[config.mk]
export PLATFORM = sky130hd
export DESIGN_NAME = rks_front
export DESIGN_NICKNAME = d
export VERILOG_FILES = /design/src/rtl/core/rks_pkg.sv /design/src/rtl/core/rks_front.sv
export SDC_FILE = /design/constraint.sdc
export NUM_CORES = 1
export LEC_CHECK = 0
export BUFFER_PORTS_ARGS = -buffer_cell sky130_fd_sc_hd__buf_2
export CELL_PAD_IN_SITES_DETAIL_PLACEMENT = 1
export CELL_PAD_IN_SITES_GLOBAL_PLACEMENT = 2
export CORE_MARGIN = 2
export CORE_UTILIZATION = 35
export CTS_CLUSTER_DIAMETER = 120
export DETAILED_ROUTE_END_ITERATION = 6
export HOLD_SLACK_MARGIN = 0.1
export PLACE_DENSITY = 0.83
export SYNTH_ARGS = -nofsm -noshare
export SYNTH_HDL_FRONTEND = slang
export SYNTH_SLANG_ARGS = --single-unit
[constraint.sdc]
create_clock -name clk -period 2 [get_ports clk]
set_input_delay 0.4 -clock clk [delete_from_list [all_inputs] [get_ports clk]]
set_output_delay 0.4 -clock clk [all_outputs]
set_load 0.01 [all_outputs]
[src/rtl/core/rks_pkg.sv]
`timescale 1ns / 1ps
// ----------------------------------------------------------------------------
// rks_pkg
// types, constants and helper functions shared by the keystream xor core
// ----------------------------------------------------------------------------
package rks_pkg;

    localparam int unsigned NWORDS = 8;
    localparam int unsigned NBYTES = 16;

    typedef logic [NWORDS-1:0][31:0] words_t;
    typedef logic [NBYTES*8-1:0]     block_t;

    typedef enum logic
    {
        MODE_RESTART = 1'b0,
        MODE_DATA    = 1'b1
    } mode_t;

    typedef struct packed
    {
        mode_t      mode;
        logic [7:0] data_byte;
        logic       last_byte;
    } item_t;

    typedef struct packed
    {
        logic [7:0] data_out;
        logic       last_out;
        logic       keyed;
    } res_t;

    typedef enum logic [2:0]
    {
        BK_IDLE,
        BK_LOAD,
        BK_SQ,
        BK_FOLD,
        BK_MIX,
        BK_EXTR,
        BK_REINIT,
        BK_EMIT
    } bk_state_t;

    // counter increments, word 7 on the left
    localparam words_t ACON = {
        32'hD34D34D3, 32'h4D34D34D, 32'h34D34D34, 32'hD34D34D3,
        32'h4D34D34D, 32'h34D34D34, 32'hD34D34D3, 32'h4D34D34D
    };

    localparam logic [3:0] ADDR_KEY_LOW  = 4'h0;
    localparam logic [3:0] ADDR_KEY_HIGH = 4'h8;

    function automatic logic [31:0] rotl8(input logic [31:0] v);
        return {v[23:0], v[31:24]};
    endfunction

    function automatic logic [31:0] rotl16(input logic [31:0] v);
        return {v[15:0], v[31:16]};
    endfunction

    function automatic block_t extract(input words_t x);
        logic [31:0] w0;
        logic [31:0] w1;
        logic [31:0] w2;
        logic [31:0] w3;
        w0 = x[0] ^ {16'h0, x[5][31:16]} ^ {x[3][15:0], 16'h0};
        w1 = x[2] ^ {16'h0, x[7][31:16]} ^ {x[5][15:0], 16'h0};
        w2 = x[4] ^ {16'h0, x[1][31:16]} ^ {x[7][15:0], 16'h0};
        w3 = x[6] ^ {16'h0, x[3][31:16]} ^ {x[1][15:0], 16'h0};
        return {w3, w2, w1, w0};
    endfunction

endpackage

[src/rtl/core/rks_front.sv]
`timescale 1ns / 1ps
// ----------------------------------------------------------------------------
// rks_front
// two-entry input queue; tags each word as restart or data for the back end
// ----------------------------------------------------------------------------
module rks_front
(
    input  logic           clk,
    input  logic           rst_n,
    input  logic           push,
    output logic           full,
    input  rks_pkg::item_t in_item,
    output logic           item_valid,
    output logic           item_restart,
    output rks_pkg::item_t item,
    input  logic           item_take
);
    import rks_pkg::*;

    item_t      mem [2];
    logic       wr_ptr_reg;
    logic       wr_ptr_next;
    logic       rd_ptr_reg;
    logic       rd_ptr_next;
    logic [1:0] count_reg;
    logic [1:0] count_next;
    logic       do_wr;
    logic       do_rd;

    assign full         = (count_reg == 2'd2);
    assign item_valid   = (count_reg != 2'd0);
    assign do_wr        = push && !full;
    assign do_rd        = item_take && item_valid;
    assign item         = mem[rd_ptr_reg];
    assign item_restart = (mem[rd_ptr_reg].mode == MODE_RESTART);

    always_comb
    begin
        wr_ptr_next = wr_ptr_reg ^ do_wr;
        rd_ptr_next = rd_ptr_reg ^ do_rd;
        count_next  = count_reg + {1'b0, do_wr} - {1'b0, do_rd};
    end

    always_ff @(posedge clk)
    begin
        if (do_wr)
        begin
            mem[wr_ptr_reg] <= in_item;
        end
    end

    always_ff @(posedge clk or negedge rst_n)
    begin
        if (!rst_n)
        begin
            wr_ptr_reg <= 1'b0;
            rd_ptr_reg <= 1'b0;
            count_reg  <= 2'd0;
        end
        else
        begin
            wr_ptr_reg <= wr_ptr_next;
            rd_ptr_reg <= rd_ptr_next;
            count_reg  <= count_next;
        end
    end

endmodule

Word-level counts from Yosys, hierarchy flattened
Memories as Yosys holds them, arrays and structs flattened.
Index checks and enable logic that the tools add are counted.
W data, S select, Z words.

word-level totals
  register bits = 4
  RAM bits = 20
  output and inout bits = 13
  memories kept = 1

operators by class
  add/sub/neg operators = 2
  equal/unequal tests = 1
  mux-type cells = 2
  bitwise operators = 3
  reductions and logical operators = 4

memory list
  memory  depth  bits a word  read ports  clocked after memory_dff  write ports  RTL line         RTL
  mem     2      10           1           0                         1            rks_front.sv:20  item_t mem [2];

operators with widths
  cell                  number
  $add A2 B1 Y2         1
  $eq A2 B2 Y1 const B  1
  $logic_and A1 B1 Y1   2
  $mux W1               2
  $reduce_bool A2 Y1    1
  $sub A2 B1 Y2         1
  $xor A1 B1 Y1         2
  $logic_not A1 Y1      1
  $not A1 Y1            1

Logic depth before layout (Yosys ltp)
  depth after elaboration = 5
  depth in mapped cells = 7

Least setup slack after synthesis
No wires, ideal clock.

  kind = reg-to-reg
  start point = reg count_reg[1]
  end point = reg count_reg[1]
  arrival = 1312 ps
  data required time = 1877 ps
  slack = 565 ps
  cell stages (with the launch flop) = 7
  clock period less this slack = 1435 ps
  cells stage by stage = dfrtp_1 o21a_1 ha_1 inv_1 ha_1 xnor2_1 xnor2_1

on the way
  word-level cells in the longest chain between the ends = 5
  elaborated cells on any way between the ends = 7
  classes of those cells = add/sub: 2; eq/ne: 1; reduce/logical: 4

ends and longest elaborated chain
  element                   RTL line         RTL
  start: declaration        rks_front.sv:25  logic [1:0] count_reg;
  start signal: assignment  rks_front.sv:64  count_reg <= count_next;
  $eq A2 B2 Y1              rks_front.sv:30  assign full = (count_reg == 2'd2);
  $logic_not A1 Y1          rks_front.sv:32  assign do_wr = push && !full;
  $logic_and A1 B1 Y1       rks_front.sv:32
  $add A2 B1 Y2             rks_front.sv:41  count_next = count_reg + {1'b0, do_wr} - {1'b0, do_rd};
  $sub A2 B1 Y2 (*)         rks_front.sv:41
  via count_next[1]         rks_front.sv:26  logic [1:0] count_next;

Mark *: on every way through the listed nets, which the timed path passes. The rest lies on a longest branch.

==> run metrics <==
outcome=completed; Comb pwr share=40.0%; Wirelength per Cell=13.0 um; largest stage delay on the critical path=0.38 ns; Gate Count Post-Synth=52; fin cells=114; Core Box Area=~2700 um2; Worst setup SP type=flip-flop; Worst-path clk slew=~0.12 ns; first-pass GRT wire length=2.39 mm; VDD IR max=0.786 mV; via count=527; Avg Vias per Cell=roughly 4.6; Clock Sinks=24; Final ANT Viol Nets=0; # IOs=27; First-pass DRT Iterations=4; dpl cells=between 100 and 150; Avg Synthesized Cell Area=between 15 and 20 um2; crit path DAT=1.41 ns; Yosys reg bits=24; placed inst area=roughly 1100 um2; Netlist Area Pre-Place=982 um2; Static Leak=0.513 nW; Bufs and invs on worst path=2; Tightest Hold Check Type=input port to flip-flop; Unique masters post-synth=16; die area=3250 um2; Layout fillers=281; Seq. cell area=701 um2; Final Util=43.7%; Worst path slowest cell=dfrtp_1; Max Slew Vio Count=0; Starting Density=a little over a third; hold path endpoint=mem[0][6]; slack of the critical path=0.187 ns; Die Ht=~57 um; Die W=57.0 um; overall routing resource usage=around a tenth; std cell rows=19; final worst-path cycle share=90.7%; Min-Delay Startpoint=in_item[6]; maxcap violations=0; fmax=between 500 and 600 MHz; I/O Buffers=26; CP required=roughly 1.6 ns; root buffer cell=clkbuf_4; DRC violations left=0; max_slew headroom=69.2%; later-pin clock latency in the skew report=0.31 ns; CTS tree=done; Post-CTS Setup Bufs=0; grt total ovfl=0; Area Growth Syn to Fin=20.5%; antenna violations before repair=0; Worst Setup SP=rd_ptr_reg; Flop pwr share=47.0%; final instance area=1180 um2; TNS Setup=0 ns; delay-heaviest family, CP=flip-flops; Warnings, synthesis=0; CP Class=flip-flop to output pin; Synth area leaders=edfxtp_1, mux2_4, dfrtp_1; number of flip-flops in the largest register=20; RSZ-0062 raised after global routing=no; DPL Wire Length=1.17 mm; R2R Path Start=count_reg[1]; clock power share=13.0%; Iter 0 DRT Violations=11; n_diodes=0; Worst-Margin Slew=0.462 ns; Post-Place Setup Slack=0.445 ns; Worst Hold Slack=0.271 ns; total power=between 1.5 and 2 mW; Worst Skew=0.00146 ns; # nets final=102; global placer's final weighted congestion=0.623; Reg2Reg Depth=3; final worst path period need=1.81 ns; multi-input logic area=between 200 and 300 um2; Total Wirelength=1.48 mm; Num CTS Buffers=3; Hold-fix buffers, CTS=1; Internal Pwr Total=1.11 mW; Switching Power=about 0.50 mW; Fin. Hold Viols=0; crit-path cells=buf_4 > mux2_2 > buf_2; syn nets=70; CP Capture Type=output pin; PwrDens=1360 nW/um2; sequential area share after synthesis=71.3%; Post-CTS Resized=0; share of cells above drive strength 1=50.6%; largest net degree at the start of global routing=14; Yosys top cell area share=between 60% and 70%; # H-tree levels=1; vias in the first global route=566; r2r endpoint=mem[0][3]; WHS Path Cells=1; worst-path fanout max=10; Setup violations, final=0; post-synth top area cell=edfxtp_1; R2R setup slack=0.45 ns; Sw Share=30.9%; clk buf depth=2
cells by family after synthesis:
family                   count (synthesis)  share of synthesized area [%]
buffers and inverters                    6                           3.06
multiplexers                            10                           14.8
XOR/XNOR                                 3                           2.68
adder cells (fa/ha/maj)                  4                           5.10
AO/OA/AOI/OAI                            1                          0.765
AND/OR/NAND/NOR                          4                           2.29
flip-flops                              24                           71.3
metal layers:
metal,vias to the layer above,GRT usage (%),wire [um]
li1,245,-,-
met1,258,10.8,566
met2,21,18.2,786
met3,3,2.27,102
met4,0,4.98,25
met5,-,0,0
how the worst max path moves through the flow:
stage | depth (start not counted) | endpoint | slack (ns)
finish | 3 | item[7] | 0.19
global route | 3 | item[7] | 0.11
floorplan | 6 | count_reg[1] | 0.56
global placement | 3 | mem[1][3] | 0.49
detailed placement | 3 | mem[1][3] | 0.45
CTS | 3 | item[7] | 0.17
cell type report:
type / count / share of cell area [%]
Multi-Input combinational cell: 22 / 21.2
Tap cell: 31 / 3.28
Inverter: 5 / 1.59
Clock buffer: 4 / 2.22
Sequential cell: 24 / 59.2
Timing Repair Buffer: 28 / 12.5
cell usage in the layout (no fill, tap or decap):
cell type      count
and2_1             1
buf_2             26
buf_4              1
clkbuf_1           1
clkbuf_4           3
dfrtp_1            4
dlygate4sd3_1      1
edfxtp_1          20
ha_1               4
inv_1              4
inv_2              1
mux2_2             1
mux2_4             8
mux2i_2            1
nand2_1            1
nand2b_1           1
o21a_1             1
or2_2              1
xnor2_1            2
xor2_1             1
worst reg2reg max path: stages, from the launching register on:
cell and delay, ns:
dfrtp_1 0.43, nand2b_1 0.13, and2_1 0.19, ha_1 0.46
power by group through the flow:
stage          Clock (mW)  Sequential [mW]  Combinational [mW]
5_1_grt             0.239            0.770               0.703
4_1_cts             0.218            0.757               0.660
3_5_place_dp            0            0.768               0.660
3_3_place_gp            0            0.758               0.635
6_report            0.209            0.755               0.641
2_1_floorplan           0            0.751               0.474
cell usage after synthesis, drive strengths merged:
library cell,n
ha,4
nand2b,1
xnor2,2
mux2,9
xor2,1
edfxtp,20
buf,1
dfrtp,4
nand2,1
or2,1
mux2i,1
and2,1
inv,5
o21a,1
Note: power is estimated with default switching activity, not from simulation.
