`src/rtl/core/rks_pkg.sv`:
```
`timescale 1ns / 1ps
// ----------------------------------------------------------------------------
// rks_pkg
// types, constants and helper functions shared by the keystream xor core
// ----------------------------------------------------------------------------
package rks_pkg;

    localparam int unsigned NWORDS = 8;
    localparam int unsigned NBYTES = 16;

    typedef logic [NWORDS-1:0][31:0] words_t;
    typedef logic [NBYTES*8-1:0]     block_t;

    typedef enum logic
    {
        MODE_RESTART = 1'b0,
        MODE_DATA    = 1'b1
    } mode_t;

    typedef struct packed
    {
        mode_t      mode;
        logic [7:0] data_byte;
        logic       last_byte;
    } item_t;

    typedef struct packed
    {
        logic [7:0] data_out;
        logic       last_out;
        logic       keyed;
    } res_t;

    typedef enum logic [2:0]
    {
        BK_IDLE,
        BK_LOAD,
        BK_SQ,
        BK_FOLD,
        BK_MIX,
        BK_EXTR,
        BK_REINIT,
        BK_EMIT
    } bk_state_t;

    // counter increments, word 7 on the left
    localparam words_t ACON = {
        32'hD34D34D3, 32'h4D34D34D, 32'h34D34D34, 32'hD34D34D3,
        32'h4D34D34D, 32'h34D34D34, 32'hD34D34D3, 32'h4D34D34D
    };

    localparam logic [3:0] ADDR_KEY_LOW  = 4'h0;
    localparam logic [3:0] ADDR_KEY_HIGH = 4'h8;

    function automatic logic [31:0] rotl8(input logic [31:0] v);
        return {v[23:0], v[31:24]};
    endfunction

    function automatic logic [31:0] rotl16(input logic [31:0] v);
        return {v[15:0], v[31:16]};
    endfunction

    function automatic block_t extract(input words_t x);
        logic [31:0] w0;
        logic [31:0] w1;
        logic [31:0] w2;
        logic [31:0] w3;
        w0 = x[0] ^ {16'h0, x[5][31:16]} ^ {x[3][15:0], 16'h0};
        w1 = x[2] ^ {16'h0, x[7][31:16]} ^ {x[5][15:0], 16'h0};
        w2 = x[4] ^ {16'h0, x[1][31:16]} ^ {x[7][15:0], 16'h0};
        w3 = x[6] ^ {16'h0, x[3][31:16]} ^ {x[1][15:0], 16'h0};
        return {w3, w2, w1, w0};
    endfunction

endpackage

```
`src/rtl/core/rks_outq.sv`:
```
`timescale 1ns / 1ps
// ----------------------------------------------------------------------------
// rks_outq
// two-entry result queue between the back end and the result port
// ----------------------------------------------------------------------------
module rks_outq
(
    input  logic          clk,
    input  logic          rst_n,
    input  logic          wr,
    input  rks_pkg::res_t wr_res,
    output logic          wr_full,
    output logic          empty,
    input  logic          pop,
    output rks_pkg::res_t head
);
    import rks_pkg::*;

    res_t       mem [2];
    logic       wr_ptr_reg;
    logic       wr_ptr_next;
    logic       rd_ptr_reg;
    logic       rd_ptr_next;
    logic [1:0] count_reg;
    logic [1:0] count_next;
    logic       do_wr;
    logic       do_rd;

    assign wr_full = (count_reg == 2'd2);
    assign empty   = (count_reg == 2'd0);
    assign do_wr   = wr && !wr_full;
    assign do_rd   = pop && !empty;
    assign head    = mem[rd_ptr_reg];

    always_comb
    begin
        wr_ptr_next = wr_ptr_reg ^ do_wr;
        rd_ptr_next = rd_ptr_reg ^ do_rd;
        count_next  = count_reg + {1'b0, do_wr} - {1'b0, do_rd};
    end

    always_ff @(posedge clk)
    begin
        if (do_wr)
        begin
            mem[wr_ptr_reg] <= wr_res;
        end
    end

    always_ff @(posedge clk or negedge rst_n)
    begin
        if (!rst_n)
        begin
            wr_ptr_reg <= 1'b0;
            rd_ptr_reg <= 1'b0;
            count_reg  <= 2'd0;
        end
        else
        begin
            wr_ptr_reg <= wr_ptr_next;
            rd_ptr_reg <= rd_ptr_next;
            count_reg  <= count_next;
        end
    end

endmodule

```
`config.mk`:
```
export PLATFORM = sky130hd
export DESIGN_NAME = rks_outq
export DESIGN_NICKNAME = d
export VERILOG_FILES = /design/src/rtl/core/rks_pkg.sv /design/src/rtl/core/rks_outq.sv
export SDC_FILE = /design/constraint.sdc
export NUM_CORES = 1
export LEC_CHECK = 0
export ABC_CLOCK_PERIOD_IN_PS = 1420
export BUFFER_PORTS_ARGS = -buffer_cell sky130_fd_sc_hd__buf_2
export CAP_MARGIN = 40
export CORE_ASPECT_RATIO = 0.7
export CORE_MARGIN = 1
export CORE_UTILIZATION = 30
export DETAILED_ROUTE_END_ITERATION = 6
export GPL_ROUTABILITY_DRIVEN = 0
export MAX_ROUTING_LAYER = met4
export PLACE_DENSITY = 0.58
export REMOVE_ABC_BUFFERS = 1
export SETUP_SLACK_MARGIN = 0.1
export SLEW_MARGIN = 5
export SYNTH_ARGS = -nofsm -noshare
export SYNTH_HDL_FRONTEND = slang
export SYNTH_SLANG_ARGS = --single-unit
export TNS_END_PERCENT = 100
```
`constraint.sdc`:
```
create_clock -name clk -period 1.42 [get_ports clk]
set_input_delay 0.142 -clock clk [delete_from_list [all_inputs] [get_ports clk]]
set_output_delay 0.142 -clock clk [all_outputs]
set_load 0.01 [all_outputs]
```
Word-level counts from Yosys, hierarchy flattened

Memory sizes are Yosys's and may differ from the RTL's.
Index checks and enable logic that the tools add are counted.

Memories kept: 1
Logic and storage cells: 16
Input bits: 14
Bits in registers: 4
Bits in writable memories: 20

Add/sub/neg operators: 2
Muxes and demuxes: 2
Reduce and logical (&&, ||, !) cells: 5
Bitwise logic cells: 2
Eq/ne operators: 1

Memory list:

| memory | words | bits a word | read ports | clocked after memory_dff | write ports | line           | text |
|---|---|---|---|---|---|---|---|
| mem    | 2     | 10          | 1          | 0                        | 1           | rks_outq.sv:19 | `res_t mem [2];` |

Operator list:

| kind                                  | count |
|---|---|
| adder 2 x 1 -> 2 bit                  | 1 |
| == test 2 bit (second input constant) | 1 |
| logical AND 1 bit                     | 2 |
| zero test 1 bit                       | 2 |
| zero test 2 bit                       | 1 |
| 2-to-1 mux 1 bit                      | 2 |
| subtractor 2 x 1 -> 2 bit             | 1 |
| bitwise XOR 1 bit                     | 2 |

Logic depth before layout (Yosys ltp)

Depth in word-level cells: 5
Depth in mapped cells: 7
Depth with buffers taken out: 7

Worst setup path after synthesis

OpenSTA, ideal clock, no wires.

Path kind: reg2reg
Start point: register count_reg[1]
End point: register count_reg[1]
Period minus slack after synthesis: 1.453 ns
Buffers on the path: 0
Slack: -0.033 ns
Data arrival time: 1.329 ns
Stages on the path, launching flop included: 7
Required time: 1.297 ns
Cells stage by stage: dfrtp_1 o21a_2 ha_1 inv_1 ha_1 xnor2_1 xnor2_1

Word-level cells in the longest chain between the ends: 5
Elaborated cells between the ends (all ways): 8

RTL lines:

| element                     | line           | text |
|---|---|---|
| from (decl)                 | rks_outq.sv:24 | `logic [1:0] count_reg;` |
| from (signal assigned)      | rks_outq.sv:62 | `count_reg <= count_next;` |
| == test 2 bit               | rks_outq.sv:29 | `assign wr_full = (count_reg == 2'd2);` |
| zero test 1 bit             | rks_outq.sv:31 | `assign do_wr = wr && !wr_full;` |
| logical AND 1 bit           | rks_outq.sv:31 |  |
| adder 2 x 1 -> 2 bit        | rks_outq.sv:39 | `count_next = count_reg + {1'b0, do_wr} - {1'b0, do_rd};` |
| subtractor 2 x 1 -> 2 bit * | rks_outq.sv:39 |  |
| named net count_next[1]     | rks_outq.sv:25 | `logic [1:0] count_next;` |

The timed path passes the listed nets; every way through them passes the cells marked *.

Final worst setup path

Start point: register count_reg[0]
End point: register count_reg[1]

Same word-level chain as after synthesis.

==> impl_metrics.json <==
{
  "power_frac_comb_pct": 49.2,
  "end_kind": "flip-flop",
  "synth_edf_count": 20,
  "fin_crit_ps": 1471,
  "syn_inst": 51,
  "yosys-top-cells-area": "edfxtp_1 (61%), mux2_4 (14%), dfrtp_1 (10%)",
  "numCtsBuffers": 3,
  "yosysMostFrequentCell": "edfxtp_1",
  "nets": 109,
  "die_y_um": 49.78,
  "grt_first_pass_wirelength_um": 2656,
  "ys_ff_latch": 24,
  "r2r_cells": 6,
  "max_freq_mhz": 679.9,
  "r2r-start": "count_reg[0]",
  "core_um2": 2943,
  "grt_antenna_before_repair": 0,
  "min_to": "mem[1][2]",
  "synth_common_cells": "edfxtp_1 (20), mux2_4 (9), dfrtp_1 (4), ha_1 (4), inv_1 (4)",
  "reg2reg_slack_ps": -50,
  "holdCritStartpoint": "wr_res[2]",
  "die_width_um": 70.26,
  "cp.arrival_ps": 1620,
  "ys_seq_area_share_pct": 71.61,
  "rows": 16,
  "ir_drop_uv": 1018,
  "clock_skew_ps": 3.328,
  "wl_um": 1603,
  "drtAntennaViolNets": 0,
  "p_per_area_nw_per_um2": 2024,
  "outcome": "complete, but fails checks",
  "async_flop_share_pct": 16.67,
  "wl_per_cell_um": 12.72,
  "seq_power_share_pct": 37.3,
  "drv_cap": 0,
  "drv_slew": 0,
  "p_leak_nw": 0.5935,
  "fillers": 260,
  "setup_viol": 11,
  "crit_fanout": 3,
  "grt_max_degree": 14,
  "drc": 0,
  "drt_iter0_drc": 15,
  "start_util_pct": 33.25,
  "switching_share_pct": 29.14,
  "syn_area_um2": 978.4,
  "cts.sinks": 24,
  "fin_crit_sh_pct": 103.6,
  "cts_root_buf": "clkbuf_8",
  "syn_avg_cell_area_um2": 19.19,
  "cts_tree": "done",
  "vias_per_cell": 4.325,
  "p_switching_mw": 0.8288,
  "hold_class": "in -> reg",
  "worst_slew_pin_slew_ps": 131.9,
  "largest_reg_flops": 20,
  "internal_power_mw": 2.016,
  "grt_usage_pct": 10.40,
  "synth_area_leader_cell": "edfxtp_1",
  "cts_buffer_depth": 2,
  "critical_path_class": "reg -> reg",
  "r2r-end": "count_reg[1]",
  "overflow": 0,
  "yosysWarnings": 0,
  "io_buffer_count": 25,
  "die_area_um2": 3498,
  "relSlewSlack_pct": 91.16,
  "drive_gt1_share_pct": 64.44,
  "rsz0062_at_grt": "true",
  "hpwl_um": 1126,
  "worst_slack_ps": -50.90,
  "power_mw": 2.844,
  "insertion_delay_ps": 260,
  "vias": 545,
  "io_pins": 26,
  "synth_flop_cell": "edfxtp_1",
  "crit_required_ps": 1570,
  "whs_path_depth": 1,
  "hold_violations": 0,
  "startpoint_type": "flip-flop",
  "num_antenna_cells": 0,
  "dp.cells": 116,
  "yosys.area.top_type_share_pct": 61.38,
  "violations": "setup timing",
  "area_delta_synth_final_pct": 43.61,
  "firstDrtPassIters": 4,
  "h-tree-depth": 1,
  "clk_pin_slew_ps": 80,
  "final_util_pct": 47.75,
  "layoutNonFillerInstCount": 126,
  "grt_pass1_vias": 600,
  "power_frac_clock_pct": 13.5,
  "ys_types": 14
}
==> cells by family after synthesis <==
group,count (synthesis),share of synthesized area (%)
fa+ha+maj,4,5.115
simple gates,4,2.046
mux,10,14.96
compound gates,1,0.8953
flops,24,71.61
xor+xnor,3,2.686
buf+inv,5,2.685
==> how the worst max path moves through the flow <==
stage	end	slack [ps]	start	depth (start not counted)
floorplan	count_reg[1]	-30	count_reg[1]	6
CTS	count_reg[1]	-30	count_reg[0]	6
finish	count_reg[1]	-50	count_reg[0]	6
global placement	count_reg[1]	-40	count_reg[1]	6
detailed placement	mem[0][1]	-80	count_reg[1]	3
global route	count_reg[1]	-110	count_reg[0]	7
==> final cells by class <==
cell class              instances  area [um2]  area share [%]
flip-flops and latches         24       700.7           49.87
multi-input cells              22       319.1           22.71
repair buffers                 36       280.3           19.95
well taps                      36       45.04           3.206
clock buffers                   3       41.29           2.939
inverters                       4       15.01           1.069
clock inverters                 1       3.754          0.2671
==> worst max-delay path: stages, from the launching register on <==
cell	delay (ps)
dfrtp_1	410
o21a_2	250
ha_4	260
inv_2	40
ha_4	150
xnor2_2	130
xnor2_1	120
==> power groups by stage <==
stage          clock [mW]  sequential [mW]  combinational [mW]
3_3_place_gp            0             1.06               0.974
3_5_place_dp            0             1.06               0.981
4_1_cts             0.403             1.06                1.38
6_report            0.385             1.06                1.40
5_1_grt             0.433             1.08                1.53
2_1_floorplan           0             1.11               0.563
==> routing by layer <==
metal | global-route usage (%) | part of all wire [%] | wire (um)
met1 | 11.26 | 44 | 708
met2 | 17.78 | 49 | 783
met3 | 4.703 | 6.9 | 111
met4 | 2.000 | 0 | 0
met5 | - | 0 | 0
==> metrics by stage <==
stage,hold WS [ps],setup TNS [ps],cell area [um2],worst slack (ps)
after floorplan,-153.6,-32.82,967.2,-32.82
after CTS,65.39,-32.91,1386,-32.91
final,72.62,-463.5,1405,-50.90
after global placement,-47.48,-687.9,1175,-43.75
after global routing,52.74,-1220,1405,-112.1
after detailed placement,-45.80,-1597,1175,-77.76
==> what timing repair did <==
item / CTS / global route
hold endpoints to repair: 4 / 0
hold buffers: 1 / 0
buffers inserted: 3 / 3
pin swaps: 4 / 2
resized for setup: 23 / 4
setup endpoints to repair: 32 / 32
==> cells in the final DEF, fill, tap and decap left out <==
master          n
nand2_2         1
buf_4           6
dlygate4sd3_1   1
nand2b_1        1
buf_6          12
and2_2          1
clkinv_1        1
ha_4            4
dfrtp_1         4
xnor2_2         1
xor2_1          1
buf_2          15
edfxtp_1       20
inv_1           3
nor2_2          1
clkbuf_8        3
o21a_2          1
inv_2           1
mux2_4         10
xnor2_1         1
clkbuf_4        2
(Power assumes the default switching activity.)
